$ cat src/design/bpu_pkg.sv
// Shared types and constants of the bitfield pixel unpack unit.
// No dependencies; imported by every module of the unit.
`default_nettype none

package bpu_pkg;

  // configuration register indexes
  typedef enum logic [2:0] {
    RegRedMask     = 3'd0,
    RegGreenMask   = 3'd1,
    RegBlueMask    = 3'd2,
    RegAlphaMask   = 3'd3,
    RegPixelBits   = 3'd4,
    RegAlphaEnable = 3'd5
  } cfg_reg_e;

  localparam int CfgIdxW   = 3;
  localparam int CfgDataW  = 32;
  localparam int PixW      = 32;
  localparam int PixBitsW  = 6;
  localparam int ChanW     = 8;

  // default channel masks: 555 for 16 bpp, 888 otherwise
  localparam logic [PixW-1:0] Def16Red   = 32'h0000_7c00;
  localparam logic [PixW-1:0] Def16Green = 32'h0000_03e0;
  localparam logic [PixW-1:0] Def16Blue  = 32'h0000_001f;
  localparam logic [PixW-1:0] Def24Red   = 32'h00ff_0000;
  localparam logic [PixW-1:0] Def24Green = 32'h0000_ff00;
  localparam logic [PixW-1:0] Def24Blue  = 32'h0000_00ff;
  localparam logic [PixBitsW-1:0] PixBits16 = 6'd16;

  // floor(v*255/(2^w-1)) == floor(v*K/2^ScaleShift), K rounded up; exact for v < 128
  localparam int ScaleShift = 16;
  localparam int ScaleMultW = 24;
  localparam int ScaleK1 = (255 * (2 ** ScaleShift) + 0) / 1;
  localparam int ScaleK2 = (255 * (2 ** ScaleShift) + 2) / 3;
  localparam int ScaleK3 = (255 * (2 ** ScaleShift) + 6) / 7;
  localparam int ScaleK4 = (255 * (2 ** ScaleShift) + 14) / 15;
  localparam int ScaleK5 = (255 * (2 ** ScaleShift) + 30) / 31;
  localparam int ScaleK6 = (255 * (2 ** ScaleShift) + 62) / 63;
  localparam int ScaleK7 = (255 * (2 ** ScaleShift) + 126) / 127;

  // per-channel field placement, precomputed from the masks
  typedef struct packed {
    logic       en;   // channel has a nonzero mask
    logic [4:0] lo;   // lowest kept bit of the field
    logic [3:0] w;    // kept width, 1..8
  } chan_setup_t;

  typedef struct packed {
    logic [ChanW-1:0] alpha;
    logic [ChanW-1:0] blue;
    logic [ChanW-1:0] green;
    logic [ChanW-1:0] red;
  } rgba_t;

  function automatic logic [ScaleMultW-1:0] scale_mult(input logic [3:0] w);
    logic [ScaleMultW-1:0] k;
    case (w)
      4'd1:    k = ScaleMultW'(ScaleK1);
      4'd2:    k = ScaleMultW'(ScaleK2);
      4'd3:    k = ScaleMultW'(ScaleK3);
      4'd4:    k = ScaleMultW'(ScaleK4);
      4'd5:    k = ScaleMultW'(ScaleK5);
      4'd6:    k = ScaleMultW'(ScaleK6);
      4'd7:    k = ScaleMultW'(ScaleK7);
      default: k = '0;
    endcase
    return k;
  endfunction

endpackage

`default_nettype wire

$ cat src/design/bpu_chan_setup.sv
// Field placement of one channel: lowest kept bit and kept width from a mask.
// Depends on bpu_pkg.
`default_nettype none

module bpu_chan_setup (
  input  logic [31:0]          mask_i,
  output bpu_pkg::chan_setup_t setup_o
);
  import bpu_pkg::*;

  logic [4:0] lo;
  logic [4:0] hi;
  logic [5:0] span;

  always_comb begin
    lo = '0;
    hi = '0;
    for (int i = PixW - 1; i >= 0; i--) begin
      if (mask_i[i]) lo = 5'(i);
    end
    for (int i = 0; i < PixW; i++) begin
      if (mask_i[i]) hi = 5'(i);
    end
    span = {1'b0, hi} - {1'b0, lo} + 6'd1;

    setup_o.en = |mask_i;
    // keep only the top eight bits of a wide field
    if (span > 6'd8) begin
      setup_o.lo = hi - 5'd7;
      setup_o.w  = 4'd8;
    end else begin
      setup_o.lo = lo;
      setup_o.w  = span[3:0];
    end
  end

endmodule

`default_nettype wire

$ cat src/design/bpu_chan_scale.sv
// Extract one channel field from a pixel word and scale it to eight bits.
// Depends on bpu_pkg.
`default_nettype none

module bpu_chan_scale (
  input  logic [31:0]          pix_i,
  input  bpu_pkg::chan_setup_t setup_i,
  output logic [7:0]           chan_o
);
  import bpu_pkg::*;

  logic [PixW-1:0]       shifted;
  logic [8:0]            width_ones;
  logic [ChanW-1:0]      field;
  logic [ScaleMultW-1:0] mult;
  logic [30:0]           prod;

  assign shifted    = pix_i >> setup_i.lo;
  assign width_ones = (9'd1 << setup_i.w) - 9'd1;
  assign field      = shifted[ChanW-1:0] & width_ones[ChanW-1:0];
  assign mult       = scale_mult(setup_i.w);
  assign prod       = 31'(field[6:0]) * 31'(mult);

  always_comb begin
    if (!setup_i.en) begin
      chan_o = '0;
    end else if (setup_i.w == 4'd8) begin
      chan_o = field;
    end else begin
      chan_o = prod[ScaleShift +: ChanW];
    end
  end

endmodule

`default_nettype wire

$ cat src/design/bitfield_pixel_unpack_unit.sv
// Top level of the bitfield pixel unpack unit: config registers, pipeline, handshakes.
// Depends on bpu_pkg, bpu_chan_setup and bpu_chan_scale.
`default_nettype none

// Unpacks one 16, 24 or 32 bit bitfield pixel word per clock into 8-bit red,
// green, blue and alpha. A word accepted into the input register stays there
// while its fields are extracted and scaled (a shift, a small constant multiply),
// and lands in the output register as soon as that register is free, where its
// result can be taken. The unit accepts a new word every cycle as long as the
// output side keeps up; a stalled output holds the result and lets one more word
// wait in the input register. Channel masks are cut to the pixel width and, when
// red, green and blue are all zero, replaced by the 555 (16 bpp) or 888 defaults.
// Field placement is worked out from the config registers and registered
// alongside them, so write config only while no word is in flight; a word may
// follow in the cycle after the last write.
module bitfield_pixel_unpack_unit (
  input  logic                           clk_i,
  input  logic                           rst_ni,
  // config write port
  input  logic                           cfg_we_i,
  input  logic [bpu_pkg::CfgIdxW-1:0]    cfg_idx_i,
  input  logic [bpu_pkg::CfgDataW-1:0]   cfg_wdata_i,
  // pixel input
  input  logic                           s_axis_tvalid,
  output logic                           s_axis_tready,
  input  logic [31:0]                    s_axis_tdata,   // [31:0] pixel_word
  // unpacked output
  output logic                           m_axis_tvalid,
  input  logic                           m_axis_tready,
  output logic [31:0]                    m_axis_tdata    // [7:0] red_out, [15:8] green_out,
                                                         // [23:16] blue_out, [31:24] alpha_out
);
  import bpu_pkg::*;

  // config registers
  logic [PixW-1:0]     r_mask_q, r_mask_d;
  logic [PixW-1:0]     g_mask_q, g_mask_d;
  logic [PixW-1:0]     b_mask_q, b_mask_d;
  logic [PixW-1:0]     a_mask_q, a_mask_d;
  logic [PixBitsW-1:0] pix_bits_q, pix_bits_d;
  logic                alpha_en_q, alpha_en_d;

  always_comb begin
    r_mask_d   = r_mask_q;
    g_mask_d   = g_mask_q;
    b_mask_d   = b_mask_q;
    a_mask_d   = a_mask_q;
    pix_bits_d = pix_bits_q;
    alpha_en_d = alpha_en_q;
    if (cfg_we_i) begin
      case (cfg_idx_i)
        RegRedMask:     r_mask_d   = cfg_wdata_i;
        RegGreenMask:   g_mask_d   = cfg_wdata_i;
        RegBlueMask:    b_mask_d   = cfg_wdata_i;
        RegAlphaMask:   a_mask_d   = cfg_wdata_i;
        RegPixelBits:   pix_bits_d = cfg_wdata_i[PixBitsW-1:0];
        RegAlphaEnable: alpha_en_d = cfg_wdata_i[0];
        default: ; // drop writes beyond the register list
      endcase
    end
  end

  always_ff @(posedge clk_i or negedge rst_ni) begin
    if (!rst_ni) begin
      r_mask_q   <= '0;
      g_mask_q   <= '0;
      b_mask_q   <= '0;
      a_mask_q   <= '0;
      pix_bits_q <= PixBitsW'(32);
      alpha_en_q <= 1'b0;
    end else begin
      r_mask_q   <= r_mask_d;
      g_mask_q   <= g_mask_d;
      b_mask_q   <= b_mask_d;
      a_mask_q   <= a_mask_d;
      pix_bits_q <= pix_bits_d;
      alpha_en_q <= alpha_en_d;
    end
  end

  // Channel setup from the next config values, so the setup registers change
  // on the same edge as the config registers.
  logic [PixW-1:0] cut;
  logic [PixW-1:0] rm_cut, gm_cut, bm_cut, am_cut;
  logic [PixW-1:0] rm_eff, gm_eff, bm_eff;

  always_comb begin
    // keep the low pix_bits bits, or all of them at 32 and above
    cut    = pix_bits_d[5] ? '1 : ~({PixW{1'b1}} << pix_bits_d[4:0]);
    rm_cut = r_mask_d & cut;
    gm_cut = g_mask_d & cut;
    bm_cut = b_mask_d & cut;
    am_cut = a_mask_d & cut;
    if ((rm_cut | gm_cut | bm_cut) == '0) begin
      if (pix_bits_d == PixBits16) begin
        rm_eff = Def16Red & cut;
        gm_eff = Def16Green & cut;
        bm_eff = Def16Blue & cut;
      end else begin
        rm_eff = Def24Red & cut;
        gm_eff = Def24Green & cut;
        bm_eff = Def24Blue & cut;
      end
    end else begin
      rm_eff = rm_cut;
      gm_eff = gm_cut;
      bm_eff = bm_cut;
    end
  end

  chan_setup_t red_set_d, green_set_d, blue_set_d, alpha_raw_set, alpha_set_d;
  chan_setup_t red_set_q, green_set_q, blue_set_q, alpha_set_q;

  bpu_chan_setup u_setup_red   (.mask_i(rm_eff), .setup_o(red_set_d));
  bpu_chan_setup u_setup_green (.mask_i(gm_eff), .setup_o(green_set_d));
  bpu_chan_setup u_setup_blue  (.mask_i(bm_eff), .setup_o(blue_set_d));
  bpu_chan_setup u_setup_alpha (.mask_i(am_cut), .setup_o(alpha_raw_set));

  // a disabled alpha reads as a zero-width channel
  always_comb begin
    alpha_set_d    = alpha_raw_set;
    alpha_set_d.en = alpha_raw_set.en & alpha_en_d;
  end

  // Setup follows config every cycle; the edge after reset loads it from the
  // reset config before any word reaches the scaling stage.
  always_ff @(posedge clk_i) begin
    red_set_q   <= red_set_d;
    green_set_q <= green_set_d;
    blue_set_q  <= blue_set_d;
    alpha_set_q <= alpha_set_d;
  end

  // input register and output register, each with its own valid
  logic            in_valid_q, in_valid_d;
  logic [PixW-1:0] pix_q, pix_d;
  logic            out_valid_q, out_valid_d;
  rgba_t           out_q, out_d;
  rgba_t           rgba;
  logic            out_ready;

  assign out_ready     = !out_valid_q || m_axis_tready;
  assign s_axis_tready = !in_valid_q || out_ready;

  bpu_chan_scale u_scale_red   (.pix_i(pix_q), .setup_i(red_set_q),   .chan_o(rgba.red));
  bpu_chan_scale u_scale_green (.pix_i(pix_q), .setup_i(green_set_q), .chan_o(rgba.green));
  bpu_chan_scale u_scale_blue  (.pix_i(pix_q), .setup_i(blue_set_q),  .chan_o(rgba.blue));
  bpu_chan_scale u_scale_alpha (.pix_i(pix_q), .setup_i(alpha_set_q), .chan_o(rgba.alpha));

  always_comb begin
    in_valid_d  = in_valid_q;
    pix_d       = pix_q;
    out_valid_d = out_valid_q;
    out_d       = out_q;
    // advance the input register whenever it is empty or drains
    if (s_axis_tready) begin
      in_valid_d = s_axis_tvalid;
      pix_d      = s_axis_tdata;
    end
    // load the result when the output register is free, else hold it
    if (out_ready) begin
      out_valid_d = in_valid_q;
      out_d       = rgba;
    end
  end

  always_ff @(posedge clk_i or negedge rst_ni) begin
    if (!rst_ni) begin
      in_valid_q  <= 1'b0;
      out_valid_q <= 1'b0;
    end else begin
      in_valid_q  <= in_valid_d;
      out_valid_q <= out_valid_d;
    end
  end

  always_ff @(posedge clk_i) begin
    pix_q <= pix_d;
    out_q <= out_d;
  end

  assign m_axis_tvalid = out_valid_q;
  assign m_axis_tdata  = out_q;

  // an empty input register always takes a word
  a_ready_when_empty : assert property (@(posedge clk_i) disable iff (!rst_ni)
    !in_valid_q |-> s_axis_tready)
    else $error("input not ready with empty input register");

  // an accepted word sits in the input register on the next cycle
  a_accept_fills : assert property (@(posedge clk_i) disable iff (!rst_ni)
    (s_axis_tvalid && s_axis_tready) |=> in_valid_q)
    else $error("accepted word lost");

  // both registers full and output stalled: no further word may enter
  a_full_blocks : assert property (@(posedge clk_i) disable iff (!rst_ni)
    (m_axis_tvalid && !m_axis_tready && in_valid_q) |-> !s_axis_tready)
    else $error("word accepted while pipeline full");

  // a result taken with a word waiting is replaced on the next cycle
  a_refill : assert property (@(posedge clk_i) disable iff (!rst_ni)
    (m_axis_tvalid && m_axis_tready && in_valid_q) |=> m_axis_tvalid)
    else $error("waiting word not moved to output");

endmodule

`default_nettype wire
$ cat config.mk
export PLATFORM = sky130hd
export DESIGN_NAME = bitfield_pixel_unpack_unit
export DESIGN_NICKNAME = d
export VERILOG_FILES = /design/src/design/bpu_pkg.sv /design/src/design/bpu_chan_setup.sv /design/src/design/bpu_chan_scale.sv /design/src/design/bitfield_pixel_unpack_unit.sv
export SDC_FILE = /design/constraint.sdc
export NUM_CORES = 1
export LEC_CHECK = 0
export BUFFER_PORTS_ARGS = -buffer_cell sky130_fd_sc_hd__buf_4
export CORE_MARGIN = 3
export CORE_UTILIZATION = 54
export DETAILED_ROUTE_END_ITERATION = 7
export PLACE_DENSITY = 0.79
export SLEW_MARGIN = 15
export SYNTH_ARGS = -nofsm -noshare
export SYNTH_HDL_FRONTEND = slang
export SYNTH_HIERARCHICAL = 1
export SYNTH_SLANG_ARGS = --single-unit
$ cat constraint.sdc
create_clock -name clk_i -period 7.75 [get_ports clk_i]
set_input_delay 0.3875 -clock clk_i [delete_from_list [all_inputs] [get_ports clk_i]]
set_output_delay 0.3875 -clock clk_i [all_outputs]
set_load 0.02 [all_outputs]
==> flow_metrics.tcl <==
set metrics [dict create \
    reg2reg_slack_ps 290 \
    grt_pass1_wl_um 178000 \
    cp_num_cells 24 \
    yosys.area.top_type_share_pct 18.0 \
    timing.rr.start "pix_q[6]" \
    ys.warnings.count 6 \
    ios 106 \
    crit_type "reg2reg" \
    endpoint_kind "flop" \
    io_buffers 105 \
    setup_viol 0 \
    ys_types 130 \
    wl_per_cell_um 22.1 \
    crit_buf_inv 5 \
    antenna_found_initial 6 \
    dp_hpwl_um 89200 \
    rows 94 \
    cp_top_family "adder cells" \
    tightest_slew_ps 1140 \
    hp-class "in2reg" \
    ir_drop_v 0.000215 \
    clock_skew_ps 37.3 \
    yosysSeqAreaShare_pct 16.9 \
    tns_ps 0 \
    r2r-end "m_axis_tdata[7]" \
    hold_violations 0 \
    synth_edf_count 64 \
    max_stage_delay_ps 670 \
    grt_pass1_vias 31700 \
    cts_root_buf "clkbuf_16" \
    fin_cells 5145 \
    drtPass1Iterations 6 \
    relSlewSlack_pct 23.0 \
    slew_viol_final 0 \
    ys_ff_latch 241 \
    cp.arrival_ps 7840 \
    wirelength_um 113000 \
    whs_path_depth 1 \
    place_inst 5033 \
    ys.flop_type "dfrtp_1" \
    nets 4847 \
    synth_area_leaders "fa_1, dfrtp_1, inv_1, ha_1, mux4_2" \
    fmax_mhz 134 \
    num_vias 32100 \
    antenna_left 0 \
    synth_top_area_cell "fa_1" \
    grt_start_max_net_pins 88 \
    clock-sinks 241 \
    drt_iter0_markers 3517 \
    slowest_stage "edfxtp_1" \
    start_util_pct 54.9 \
    tritoncts "done" \
    drv_cap 0 \
    outcome "finished, final reports clean" \
    die_h_um 266 \
    dieArea_um2 70600 \
    via_per_inst 6.24 \
    syn_area_per_cell_um2 9.10 \
    synth_most_common_cell "inv_1" \
    synthCells 4004 \
    worstRegToRegCells 24 \
    rsz0062_at_grt "false" \
    final.min_clock_period_ps 7460 \
    gp_congestion 1.04 \
    insertion_delay_ps 620 \
    die_x_um 266 \
    cts_max_level 1 \
    period_share_pct 96.3 \
    p_leak_nw 19.2 \
    cp.required_ps 8130 \
    total_power_w 0.0122 \
    async_reset_ff_share_pct 56.8 \
    clockBufferDepth 3 \
    path_cells "mux4_1 > mux4_2 > or2_2 > nand3_1 > buf_4 > nor2_1 > fa_1 > inv_1 > fa_1 > inv_1 > fa_1 > inv_1 > fa_1 > inv_1 > ha_1 > nand3_1 > nor3_1 > and4_1 > nand4_1 > a31oi_2 > a311o_1 > a21oi_1 > xor2_1 > o211a_1" \
    drive_gt1_share_pct 15.8 \
    path_clk_slew_ps 70 \
    core_um2 66300 \
    cts_buffers 31 \
    overflow 0 \
    netlist_area_um2 36400 \
    areaGrowthSynthToFinish_pct 11.0 \
    power_density_nw_per_um2 301 \
    synth_common_cells "inv_1, nand2_1, fa_1, nor2_1, ha_1" \
    holdPathEnd "pix_q[18]" \
    drc_errors 0 \
    grt_usage_pct 31.9 \
    worstSetupStartpointType "flop" \
    cp_max_fo 20 \
    hp-start "s_axis_tdata[18]" \
]
-- per-stage QoR --
step / hold slack (ps) / util, % / worst slack (ps) / area, um^2
after floorplan: 91.9 / - / 530 / 36700
after global placement: 454 / 58.6 / 289 / 38900
after detailed placement: 463 / 58.6 / 86.3 / 38900
after CTS: 0.584 / 60.6 / 42.5 / 40200
after global routing: 2.82 / 60.9 / 3.57 / 40400
final: 35.3 / 60.9 / 287 / 40400
-- layout make-up --
type	count	area [um^2]
Inverter	671	2530
Multi-Input combinational cell	2988	27000
Antenna cell	5	12.5
Fill cell	5653	25900
Timing Repair Buffer	318	2570
Tap cell	864	1080
Sequential cell	241	6160
Clock inverter	17	204
Clock buffer	41	843
-- worst max-delay path by stage --
stage / from / end / slack [ps]
floorplan: green_set_q[4] / m_axis_tdata[15] / 530
global placement: blue_set_q[0] / m_axis_tdata[21] / 290
detailed placement: blue_set_q[4] / m_axis_tdata[21] / 90
CTS: blue_set_q[4] / m_axis_tdata[21] / 40
global route: alpha_set_q[4] / m_axis_tdata[29] / 4
finish: pix_q[6] / m_axis_tdata[7] / 290
-- cell families (layout without fill, tap and decap cells) --
group / count (synthesis) / count (layout) / synth area share (%)
adders and majority gates: 524 / 524 / 24.8
other: 8 / 81 / 0.0824
xor gates and xnor gates: 71 / 71 / 1.90
muxes: 362 / 362 / 15.6
and+or+nand+nor: 1278 / 1278 / 18.0
DFF: 241 / 241 / 16.9
AOI/OAI and AO/OA: 677 / 677 / 12.9
buffers and inverters: 843 / 1047 / 9.84
-- cells in the final DEF (no fill, tap or decap), types with 31 or more instances in the layout --
cell,Yosys,layout
nor2_1,298,297
and2_1,50,50
buf_4,9,278
mux4_1,48,48
inv_1,654,654
dfxtp_1,40,34
xor2_1,33,33
nand2b_1,67,66
nor2b_1,87,87
o21ai_0,100,99
fa_1,328,328
o21ai_1,30,31
edfxtp_1,64,64
nor3_1,88,87
mux4_2,90,90
dfrtp_1,136,136
mux2_2,88,88
nand2_1,368,368
or2_2,38,38
ha_1,196,196
mux2i_1,127,127
a21oi_1,164,164
xnor2_1,33,33
clkbuf_16,0,31
nand3_1,61,61
conb_1,8,76
-- layer usage --
layer	global-route usage, %	wire length, um
met5	0	18
met4	12.6	5130
met3	6.22	12400
met2	50.0	50900
met1	43.8	45000
-- flip-flops by register name (all words and copies together) (netlist names) --
signal and count:
in_valid_q 1, red_set_q 10, r_mask_q 32, m_axis_tdata 32
pix_q 32, alpha_en_q 1, g_mask_q 32, a_mask_q 32
b_mask_q 32, pix_bits_q 6, blue_set_q 10, alpha_set_q 10
m_axis_tvalid 1, green_set_q 10
-- what timing repair did --
action | 4_1_cts | 5_1_grt
setup endpoints to repair | 0 | 15
resized for setup | 0 | 12
hold buffers | 30 | 0
endpoints found under the hold margin | 114 | 0
buffers inserted | 0 | 19
-- power breakdown --
group / total, W / switching, W / leakage (nW) / internal (W)
Combinational: 0.00855 / 0.00497 / 16.1 / 0.00358
Clock: 0.00151 / 0.000641 / 0.507 / 0.000873
Sequential: 0.00210 / 0.000387 / 2.65 / 0.00171
Total: 0.0122 / 0.00599 / 19.2 / 0.00616
Power figures use the tool's default switching activity.
